**config.mk**
```make
export PLATFORM = sky130hd
export DESIGN_NAME = led_status_priority_sequencer_unit
export DESIGN_NICKNAME = d
export VERILOG_FILES = /design/src/design/lsps_pkg.sv /design/src/design/led_status_priority_sequencer_unit.sv /design/src/design/lsps_store.sv /design/src/design/lsps_seq.sv
export SDC_FILE = /design/constraint.sdc
export NUM_CORES = 1
export LEC_CHECK = 0
export BUFFER_PORTS_ARGS = -buffer_cell sky130_fd_sc_hd__clkbuf_2
export CORE_AREA = 5 5 101 94
export CTS_CLUSTER_DIAMETER = 40
export CTS_CLUSTER_SIZE = 20
export DETAILED_ROUTE_END_ITERATION = 8
export DIE_AREA = 0 0 106 99
export GPL_TIMING_DRIVEN = 0
export PLACE_DENSITY = 0.78
export SYNTH_ARGS = -nofsm -noshare
export SYNTH_HDL_FRONTEND = slang
export SYNTH_SLANG_ARGS = --single-unit
```
**constraint.sdc**
```tcl
create_clock -name clk -period 3.2 [get_ports clk]
set_input_delay 0.16 -clock clk [delete_from_list [all_inputs] [get_ports clk]]
set_output_delay 0.16 -clock clk [all_outputs]
set_load 0.01 [all_outputs]
```
**src/design/lsps_pkg.sv**
```systemverilog
// ----------------------------------------------------------------------------
// lsps_pkg: shared types and codes for the LED status priority sequencer
// Beat structs, opcode and pattern codes, source indices and status codes.
// ----------------------------------------------------------------------------
package lsps_pkg;

	localparam int TICKS_PER_SECOND_DEF = 100;
	localparam int SOURCE_COUNT_DEF     = 16;

	localparam int WHICH_W  = 5;
	localparam int STATUS_W = 4;
	localparam int PWR_W    = 2;
	localparam int MSG_W    = 3;
	localparam int STEP_W   = 3;
	localparam int DWELL_W  = 12;

	// soft blink runs through six ROM steps
	localparam logic [STEP_W-1:0] SB_LAST = 3'd5;

	typedef enum logic {
		OP_WRITE = 1'b0,
		OP_TICK  = 1'b1
	} opcode_t;

	typedef enum logic [3:0] {
		PAT_NONE      = 4'd0,
		PAT_ON        = 4'd1,
		PAT_FLASH_ON  = 4'd2,
		PAT_FLASH_OFF = 4'd3,
		PAT_VFAST     = 4'd4,
		PAT_FAST      = 4'd5,
		PAT_NORMAL    = 4'd6,
		PAT_SLOW      = 4'd7,
		PAT_SOFTBLINK = 4'd8,
		PAT_SOFTFLASH = 4'd9
	} pat_t;

	// source indices
	localparam int SRC_DEVICE    = 0;
	localparam int SRC_CHARGER   = 2;
	localparam int SRC_MAIL_WAIT = 3;
	localparam int SRC_MAIL_SEND = 4;
	localparam int SRC_DALARM    = 5;
	localparam int SRC_SALARM    = 6;
	localparam int SRC_PWR_OVR   = 7;
	localparam int SRC_MSG_OVR   = 8;
	localparam int SRC_COMM      = 9;
	localparam int SRC_BROWSER   = 10;

	// status codes
	localparam logic [STATUS_W-1:0] ST_NONE      = 4'd0;
	localparam logic [STATUS_W-1:0] DEV_SUSPEND  = 4'd1;
	localparam logic [STATUS_W-1:0] DEV_OFF      = 4'd2;
	localparam logic [STATUS_W-1:0] CHG_ON       = 4'd1;
	localparam logic [STATUS_W-1:0] CHG_ERR      = 4'd2;
	localparam logic [STATUS_W-1:0] LINK_ACTIVE  = 4'd1;
	localparam logic [STATUS_W-1:0] LINK_ERR     = 4'd2;
	localparam logic [STATUS_W-1:0] POVR_OFF     = 4'd1;
	localparam logic [STATUS_W-1:0] POVR_ON      = 4'd2;
	localparam logic [STATUS_W-1:0] POVR_FAST    = 4'd3;
	localparam logic [STATUS_W-1:0] POVR_SLOW    = 4'd4;
	localparam logic [STATUS_W-1:0] MOVR_OFF     = 4'd1;
	localparam logic [STATUS_W-1:0] MOVR_FIRST   = 4'd2;
	localparam logic [STATUS_W-1:0] MOVR_LAST    = 4'd8;
	localparam logic [STATUS_W-1:0] MOVR_SBLINK  = 4'd9;
	localparam logic [STATUS_W-1:0] MOVR_SFLASH  = 4'd10;

	// power LED modes
	localparam logic [PWR_W-1:0] PWR_OFF  = 2'd0;
	localparam logic [PWR_W-1:0] PWR_ON   = 2'd1;
	localparam logic [PWR_W-1:0] PWR_FAST = 2'd2;
	localparam logic [PWR_W-1:0] PWR_SLOW = 2'd3;

	// message LED modes used directly by the sequencer
	localparam logic [MSG_W-1:0] MSG_OFF = 3'd0;
	localparam logic [MSG_W-1:0] MSG_ON  = 3'd1;

	typedef struct packed {
		opcode_t               opcode;
		logic [WHICH_W-1:0]    which;
		logic [STATUS_W-1:0]   status;
	} in_t;

	typedef struct packed {
		logic [PWR_W-1:0] power_led_mode;
		logic [MSG_W-1:0] message_led_mode;
		logic             bad_index;
	} out_t;

	// decision from the status store for the beat in stage 1
	typedef struct packed {
		logic             wr_en;
		logic             bad;
		logic [PWR_W-1:0] power;
		pat_t             pattern;
	} decide_t;

endpackage

```
**src/design/led_status_priority_sequencer_unit.sv**
```systemverilog
// ----------------------------------------------------------------------------
// led_status_priority_sequencer_unit: status LED priority sequencer
// Stores per-source status codes, drives power and message LED modes and
// steps soft blink patterns on timer ticks. One result beat per input beat.
// ----------------------------------------------------------------------------
//
//  channel | handshake               | payload
//  --------+-------------------------+------------------------------------
//  in      | in_valid / in_ready     | in_data  (opcode, which, status)
//  out     | out_valid / out_ready   | out_data (power, message, bad_index)
//
// A beat waits in the input register, is resolved there against the
// store and the sequencer state, and its result lands in the output register:
// one beat per cycle sustained while the output is not stalled.
// Reset clears the store, the modes and the pattern timer at once.
// A stalled output holds both registers; input is taken whenever stage 1
// is empty or moving on.
module led_status_priority_sequencer_unit #(
	parameter int TICKS_PER_SECOND = lsps_pkg::TICKS_PER_SECOND_DEF,
	parameter int SOURCE_COUNT     = lsps_pkg::SOURCE_COUNT_DEF
) (
	input  logic           clk,
	input  logic           arst_n,
	input  logic           in_valid,
	output logic           in_ready,
	input  lsps_pkg::in_t  in_data,
	output logic           out_valid,
	input  logic           out_ready,
	output lsps_pkg::out_t out_data
);

	logic                       valid_s1;
	lsps_pkg::in_t              item_s1;
	logic                       out_valid_q;
	lsps_pkg::out_t             out_data_q;
	logic                       advance;
	logic                       fire;
	lsps_pkg::decide_t          decide;
	logic [lsps_pkg::PWR_W-1:0] power_nxt;
	logic [lsps_pkg::MSG_W-1:0] msg_nxt;

	assign advance   = !out_valid_q || out_ready;
	assign fire      = valid_s1 && advance;
	assign in_ready  = !valid_s1 || advance;
	assign out_valid = out_valid_q;
	assign out_data  = out_data_q;

	always_ff @(posedge clk or negedge arst_n) begin
		if (!arst_n) begin
			valid_s1 <= 1'b0;
		end else if (in_ready) begin
			valid_s1 <= in_valid;
		end
	end

	always_ff @(posedge clk) begin
		if (in_valid && in_ready) begin
			item_s1 <= in_data;
		end
	end

	lsps_store #(
		.SOURCE_COUNT (SOURCE_COUNT)
	) u_store (
		.clk    (clk),
		.arst_n (arst_n),
		.fire   (fire),
		.item   (item_s1),
		.decide (decide)
	);

	lsps_seq #(
		.TICKS_PER_SECOND (TICKS_PER_SECOND)
	) u_seq (
		.clk       (clk),
		.arst_n    (arst_n),
		.fire      (fire),
		.opcode    (item_s1.opcode),
		.decide    (decide),
		.power_nxt (power_nxt),
		.msg_nxt   (msg_nxt)
	);

	always_ff @(posedge clk or negedge arst_n) begin
		if (!arst_n) begin
			out_valid_q <= 1'b0;
		end else if (advance) begin
			out_valid_q <= valid_s1;
		end
	end

	always_ff @(posedge clk) begin
		if (fire) begin
			out_data_q.power_led_mode   <= power_nxt;
			out_data_q.message_led_mode <= msg_nxt;
			out_data_q.bad_index        <= decide.bad;
		end
	end

	a_fire_out: assert property (@(posedge clk) disable iff (!arst_n)
		fire |=> out_valid_q)
		else $error("result beat missing after stage 1 fired");

	a_s1_hold: assert property (@(posedge clk) disable iff (!arst_n)
		(valid_s1 && !advance) |=> (valid_s1 && $stable(item_s1)))
		else $error("stage 1 beat lost while output stalled");

	a_bad_flag: assert property (@(posedge clk) disable iff (!arst_n)
		(fire && decide.bad) |=> out_data_q.bad_index)
		else $error("rejected write not flagged");

	a_tick_clean: assert property (@(posedge clk) disable iff (!arst_n)
		(fire && item_s1.opcode == lsps_pkg::OP_TICK) |=> !out_data_q.bad_index)
		else $error("tick flagged as bad index");

endmodule

```
**src/design/lsps_store.sv**
```systemverilog
// ----------------------------------------------------------------------------
// lsps_store: per-source status store and priority decision
// Holds one status code per source, and resolves the power LED mode and
// message pattern from the store as it stands after the current write.
// ----------------------------------------------------------------------------
module lsps_store #(
	parameter int SOURCE_COUNT = lsps_pkg::SOURCE_COUNT_DEF
) (
	input  logic             clk,
	input  logic             arst_n,
	input  logic             fire,
	input  lsps_pkg::in_t    item,
	output lsps_pkg::decide_t decide
);

	localparam int IDX_W = $clog2(SOURCE_COUNT);

	logic [lsps_pkg::STATUS_W-1:0] status_q [SOURCE_COUNT];
	logic [lsps_pkg::STATUS_W-1:0] view     [SOURCE_COUNT];
	logic                          is_write;
	logic                          bad;
	logic                          wr_en;
	logic [IDX_W-1:0]              idx;
	logic [lsps_pkg::STATUS_W-1:0] povr;
	logic [lsps_pkg::STATUS_W-1:0] movr;
	logic                          dev_off;
	logic                          any_err;
	logic                          any_active;
	logic                          any_notice;

	assign is_write = (item.opcode == lsps_pkg::OP_WRITE);
	assign bad      = (item.which >= lsps_pkg::WHICH_W'(SOURCE_COUNT));
	assign wr_en    = is_write && !bad;
	assign idx      = item.which[IDX_W-1:0];

	always_ff @(posedge clk or negedge arst_n) begin
		if (!arst_n) begin
			for (int i = 0; i < SOURCE_COUNT; i++) begin
				status_q[i] <= lsps_pkg::ST_NONE;
			end
		end else if (fire && wr_en) begin
			status_q[idx] <= item.status;
		end
	end

	// decisions see the code being written this beat
	always_comb begin
		for (int i = 0; i < SOURCE_COUNT; i++) begin
			view[i] = (wr_en && idx == IDX_W'(i)) ? item.status : status_q[i];
		end
	end

	assign povr    = view[lsps_pkg::SRC_PWR_OVR];
	assign movr    = view[lsps_pkg::SRC_MSG_OVR];
	assign dev_off = (view[lsps_pkg::SRC_DEVICE] == lsps_pkg::DEV_OFF);

	assign any_err =
		(view[lsps_pkg::SRC_MAIL_SEND] == lsps_pkg::LINK_ERR) ||
		(view[lsps_pkg::SRC_COMM]      == lsps_pkg::LINK_ERR) ||
		(view[lsps_pkg::SRC_BROWSER]   == lsps_pkg::LINK_ERR);
	assign any_active =
		(view[lsps_pkg::SRC_MAIL_SEND] == lsps_pkg::LINK_ACTIVE) ||
		(view[lsps_pkg::SRC_COMM]      == lsps_pkg::LINK_ACTIVE) ||
		(view[lsps_pkg::SRC_BROWSER]   == lsps_pkg::LINK_ACTIVE);
	assign any_notice =
		(view[lsps_pkg::SRC_MAIL_WAIT] != lsps_pkg::ST_NONE) ||
		(view[lsps_pkg::SRC_DALARM]    != lsps_pkg::ST_NONE) ||
		(view[lsps_pkg::SRC_SALARM]    != lsps_pkg::ST_NONE);

	always_comb begin
		decide.wr_en = wr_en;
		decide.bad   = is_write && bad;

		case (povr)
			lsps_pkg::POVR_OFF:  decide.power = lsps_pkg::PWR_OFF;
			lsps_pkg::POVR_ON:   decide.power = lsps_pkg::PWR_ON;
			lsps_pkg::POVR_FAST: decide.power = lsps_pkg::PWR_FAST;
			lsps_pkg::POVR_SLOW: decide.power = lsps_pkg::PWR_SLOW;
			default: begin
				if (view[lsps_pkg::SRC_CHARGER] == lsps_pkg::CHG_ON) begin
					decide.power = lsps_pkg::PWR_ON;
				end else if (view[lsps_pkg::SRC_CHARGER] == lsps_pkg::CHG_ERR) begin
					decide.power = lsps_pkg::PWR_FAST;
				end else begin
					decide.power = lsps_pkg::PWR_OFF;
				end
			end
		endcase

		if (movr == lsps_pkg::MOVR_OFF) begin
			decide.pattern = lsps_pkg::PAT_NONE;
		end else if (movr >= lsps_pkg::MOVR_FIRST && movr <= lsps_pkg::MOVR_LAST) begin
			// override codes 2..8 map onto patterns 1..7
			decide.pattern = lsps_pkg::pat_t'(movr - 4'd1);
		end else if (movr == lsps_pkg::MOVR_SBLINK) begin
			decide.pattern = dev_off ? lsps_pkg::PAT_NONE : lsps_pkg::PAT_SOFTBLINK;
		end else if (movr == lsps_pkg::MOVR_SFLASH) begin
			decide.pattern = dev_off ? lsps_pkg::PAT_NONE : lsps_pkg::PAT_SOFTFLASH;
		end else if (dev_off) begin
			decide.pattern = lsps_pkg::PAT_NONE;
		end else if (any_err) begin
			decide.pattern = lsps_pkg::PAT_FAST;
		end else if (any_active) begin
			decide.pattern = lsps_pkg::PAT_ON;
		end else if (any_notice) begin
			decide.pattern = lsps_pkg::PAT_SOFTBLINK;
		end else if (view[lsps_pkg::SRC_DEVICE] == lsps_pkg::DEV_SUSPEND) begin
			decide.pattern = lsps_pkg::PAT_SOFTFLASH;
		end else begin
			decide.pattern = lsps_pkg::PAT_NONE;
		end
	end

endmodule

```
**src/design/lsps_seq.sv**
```systemverilog
// ----------------------------------------------------------------------------
// lsps_seq: LED mode registers and soft pattern step sequencer
// Holds the current power and message modes, the active pattern, its step
// and the dwell countdown; soft patterns step through a small ROM on ticks.
// ----------------------------------------------------------------------------
module lsps_seq #(
	parameter int TICKS_PER_SECOND = lsps_pkg::TICKS_PER_SECOND_DEF
) (
	input  logic                         clk,
	input  logic                         arst_n,
	input  logic                         fire,
	input  lsps_pkg::opcode_t            opcode,
	input  lsps_pkg::decide_t            decide,
	output logic [lsps_pkg::PWR_W-1:0]   power_nxt,
	output logic [lsps_pkg::MSG_W-1:0]   msg_nxt
);

	localparam int DW = lsps_pkg::DWELL_W;
	localparam logic [DW-1:0] DW_ON_SHORT = DW'(TICKS_PER_SECOND / 10);
	localparam logic [DW-1:0] DW_OFF_MED  = DW'(TICKS_PER_SECOND / 5);
	localparam logic [DW-1:0] DW_OFF_LONG = DW'(TICKS_PER_SECOND * 2);
	localparam logic [DW-1:0] DW_FL_ON    = DW'(TICKS_PER_SECOND / 20);
	localparam logic [DW-1:0] DW_FL_OFF   =
		DW'(TICKS_PER_SECOND * 2 - TICKS_PER_SECOND / 20);

	logic [lsps_pkg::PWR_W-1:0]  power_q;
	logic [lsps_pkg::MSG_W-1:0]  msg_q;
	lsps_pkg::pat_t              pat_q, pat_nxt;
	logic [lsps_pkg::STEP_W-1:0] step_q, step_nxt;
	logic [DW-1:0]               dwell_q, dwell_nxt;

	lsps_pkg::pat_t              play_pat;
	logic [lsps_pkg::STEP_W-1:0] play_pos;
	logic [lsps_pkg::STEP_W-1:0] rom_idx;
	logic                        rom_hit;
	logic [lsps_pkg::MSG_W-1:0]  rom_mode;
	logic [DW-1:0]               rom_dwell;
	logic [lsps_pkg::STEP_W-1:0] rom_next;
	logic                        is_write;
	logic                        play;

	assign is_write = (opcode == lsps_pkg::OP_WRITE);

	// a write restarts the new pattern at step 0
	assign play_pat = is_write ? decide.pattern : pat_q;
	assign play_pos = is_write ? '0 : step_q;

	always_comb begin
		rom_idx   = '0;
		rom_hit   = 1'b0;
		rom_mode  = lsps_pkg::MSG_OFF;
		rom_dwell = '0;
		rom_next  = '0;
		case (play_pat)
			lsps_pkg::PAT_SOFTBLINK: begin
				rom_hit   = 1'b1;
				rom_idx   = (play_pos > lsps_pkg::SB_LAST) ? '0 : play_pos;
				rom_mode  = rom_idx[0] ? lsps_pkg::MSG_OFF : lsps_pkg::MSG_ON;
				if (rom_idx == lsps_pkg::SB_LAST) begin
					rom_dwell = DW_OFF_LONG;
					rom_next  = '0;
				end else begin
					rom_dwell = rom_idx[0] ? DW_OFF_MED : DW_ON_SHORT;
					rom_next  = rom_idx + 3'd1;
				end
			end
			lsps_pkg::PAT_SOFTFLASH: begin
				rom_hit   = 1'b1;
				rom_idx   = {2'b00, play_pos[0]};
				rom_mode  = rom_idx[0] ? lsps_pkg::MSG_OFF : lsps_pkg::MSG_ON;
				rom_dwell = rom_idx[0] ? DW_FL_OFF : DW_FL_ON;
				rom_next  = {2'b00, ~rom_idx[0]};
			end
			default: begin
				rom_hit = 1'b0;
			end
		endcase
	end

	always_comb begin
		power_nxt = power_q;
		msg_nxt   = msg_q;
		pat_nxt   = pat_q;
		step_nxt  = step_q;
		dwell_nxt = dwell_q;
		play      = 1'b0;
		if (fire) begin
			if (decide.wr_en) begin
				power_nxt = decide.power;
				pat_nxt   = decide.pattern;
				step_nxt  = '0;
				dwell_nxt = '0;
				if (decide.pattern == lsps_pkg::PAT_NONE) begin
					msg_nxt = lsps_pkg::MSG_OFF;
				end else if (rom_hit) begin
					play = 1'b1;
				end else begin
					msg_nxt = decide.pattern[lsps_pkg::MSG_W-1:0];
				end
			end else if (!is_write && dwell_q != '0) begin
				dwell_nxt = dwell_q - DW'(1);
				play      = (dwell_q == DW'(1));
			end
		end
		// a step with zero dwell holds its mode and stops the timer
		if (play && rom_hit) begin
			msg_nxt = rom_mode;
			if (rom_dwell != '0) begin
				dwell_nxt = rom_dwell;
				step_nxt  = rom_next;
			end else begin
				dwell_nxt = '0;
			end
		end
	end

	always_ff @(posedge clk or negedge arst_n) begin
		if (!arst_n) begin
			power_q <= lsps_pkg::PWR_OFF;
			msg_q   <= lsps_pkg::MSG_OFF;
			pat_q   <= lsps_pkg::PAT_NONE;
			step_q  <= '0;
			dwell_q <= '0;
		end else begin
			power_q <= power_nxt;
			msg_q   <= msg_nxt;
			pat_q   <= pat_nxt;
			step_q  <= step_nxt;
			dwell_q <= dwell_nxt;
		end
	end

endmodule
```
==> results.toml <==
[routing]
viasPerCell = 6.21
drtIter0Drc = 284
wl_per_cell_um = 17.9
wirelength_um = 11200
drtPass1Iterations = 5
drc = 0
ant_nets = 0
vias = 3861

[yosys]
synth_nets = 478
avgSynthCellArea_um2 = 9.90
seq_area_frac_synth = 0.471
syn_area_um2 = 4520
synthArstFlopShare = 0.805
synth-seq-cells = 82
ys_warn_count = 0
yosysTopAreaCellShare = 0.365
yosys.area.top_type = "dfrtp_1"
synth_cell_type_count = 69
synth.area.top_cells = "dfrtp_1, edfxtp_1, mux2_2"
synth_edf_count = 16
syn_inst = 457
ys.flop_type = "dfrtp_1"

[status]
failed_checks = "setup timing"
status = "finished with violations"

[critical_path]
crit_type = "reg -> reg"
worst_ep_arrival_time_ns = 3.33
path_max_fanout = 9
crit_path_end_kind = "flip-flop"
reg2reg_depth = 10
slowest_delay_ns = 0.58
critPathTopFamily = "simple AND/OR/NAND/NOR gates"
cp_num_cells = 10
crit_required_ns = 3.30
start_kind = "flip-flop"
crit_buf_inv = 2
ff2ff_setup_slack_ns = -0.03
cp_slowest_cell = "or4_1"
path_cells = "or4_1, a31oi_1, a31oi_1, or3b_1, a311oi_4, nor4b_4, buf_4, buf_4, o31ai_1, a21boi_1"

[final_layout]
diodes = 0
regArea_um2 = 2130
multi_input_area_um2 = 2430
nets = 536
fill_cells = 659
area_growth_syn_to_layout_pct = 19.2
final_common_cell = "dfrtp_1"
layout_common_cells = "dfrtp_1, nand2_1, o21ai_0, nor2_1, mux2_2"
layout-drive-gt1-share = 0.229

[global_route]
grt_pass1_wl_um = 18300
gr-usage-all-layers = 0.218
first_global_vias = 3792
grt_overflow = 0
grt_max_degree = 67
antenna_found_initial = 0

[cts]
clock_path_buffers = 2
cts_sinks = 82
cts_made_buffers = 9
clk_pin_slew_ns = 0.09
htree_levels = 3
cts_tree = "yes"
clk-insertion-delay-late_ns = 0.37
clock-root-buffer = "clkbuf_8"

[power]
p_total_mw = 3.30
p_leak_nw = 2.27
powerDensity_nw_per_um2 = 613
ir_drop_v = 0.000339

[sta]
period_minus_slack_ns = 3.23
fin_ws_ns = -0.0262
setup_viol = 1
clock_skew_ns = 0.0164
max_slew_margin = 0.386
finalHoldViolCount = 0
final_max_slew_viol_count = 0
tightestPinTransition_ns = 0.921
max_freq_mhz = 310
period_share = 1.01
rsz0062_at_grt = "yes"

[placed_design]
gp_congestion = 0.888
numPortBuffers = 21
dp_slack_ns = -0.589
hpwl_um = 7160

[floorplan]
die_h_um = 99
die_x_um = 106
initial_core_util = 0.543
die_area_um2 = 10500
rows = 32
core_area_um2 = 8330
io_pins = 22

[min_path]
hold_depth = 3
min_path_type = "in -> reg"

[flow_run]
maxCapViolations = 0
-- through the flow --
step           cell area [µm²]  hold WS, ns   util  std cells  setup TNS (ns)
6_report                  5390       0.0670  0.647        622         -0.0262
5_1_grt                   5390       0.0582  0.647        622          -0.282
4_1_cts                   5320       0.0598  0.638        620               0
3_5_place_dp              4760        0.339  0.572        580           -6.25
3_3_place_gp              4760        0.339  0.572        580           -4.94
2_1_floorplan             4530       -0.136      -        457               0
-- power by group --
group          leakage (nW)  total (mW)  switching, mW  internal, mW
clock network         0.105       0.802          0.411         0.391
logic                  1.14        1.05          0.576         0.476
registers              1.02        1.45          0.172          1.28
-- routing by layer --
metal  global-route usage  wire length (µm)
met5                    0                 0
met4               0.0837               312
met3               0.0458               751
met2                0.369              5420
met1                0.276              4670
-- worst reg2reg max path: stages (launching register included) --
cell and delay [ns]:
edfxtp_1 0.55, or4_1 0.58, a31oi_1 0.21, a31oi_1 0.10, or3b_1 0.46, a311oi_4 0.34, nor4b_4 0.08, buf_4 0.17
buf_4 0.13, o31ai_1 0.22, a21boi_1 0.12
-- registers in the layout (all words and copies together) (netlist names), 2 cells and up --
name and cells:
u_seq.pat_q 4, u_seq.step_q 3, u_seq.dwell_q 12, u_seq.msg_q 3, item_s1 10, out_data 6, u_store.status_q 40, u_seq.power_q 2
-- cell families after synthesis --
family                     count (synthesis)  synth area share
buffers and inverters                     32            0.0268
xor gates and xnor gates                   5           0.00968
adders and majority gates                  8            0.0216
and+or+nand+nor                          194             0.241
muxes                                     30            0.0733
DFF                                       82             0.471
AOI/OAI and AO/OA                        106             0.156
-- timing repair --
| action | CTS | global route |
|---|---|---|
| pin swaps | 8 | 4 |
| gates resized for setup | 22 | 11 |
| buffers inserted | 15 | 4 |
| endpoints found under the setup margin | 16 | 11 |
| hold buffers | 12 | 0 |
| endpoints found under the hold margin | 77 | 0 |
-- cell type report --
class                      count  share of cell area
tap                          102              0.0237
sequential                    82               0.396
inverter                      13             0.00905
clock buffer                  10              0.0255
buffer                        14              0.0111
clock inverter                 6              0.0139
timing repair buffer          52              0.0694
multi-input combinational    343               0.452
-- worst paths after layout --
kind,startpoint,end
max reg2reg,item_s1[3],out_data[3]
min,out_ready,out_valid
min in group asynchronous,arst_n,u_seq.step_q[0]
min reg2reg,u_store.status_q[49],u_store.status_q[49]
max in group asynchronous,arst_n,u_seq.power_q[1]
max,item_s1[3],out_data[3]
-- cells in the mapped netlist (3+ instances only) --
cell / instances
nor4_1: 4
a21oi_1: 16
nand3b_1: 4
or3_1: 4
o22ai_1: 3
nand3_1: 14
mux2i_1: 5
nor3_1: 16
ha_1: 7
mux2_2: 25
o31ai_1: 8
inv_1: 13
clkbuf_1: 18
xnor2_1: 4
or2_2: 4
a21o_1: 5
edfxtp_1: 16
dfrtp_1: 66
nor2b_1: 6
nor2_1: 34
nand2b_1: 11
nand2_1: 54
o21ai_0: 33
a31oi_1: 12
or4_1: 5
nor4b_1: 12
and2_1: 5
No activity file was read; power rests on OpenSTA's default activity.
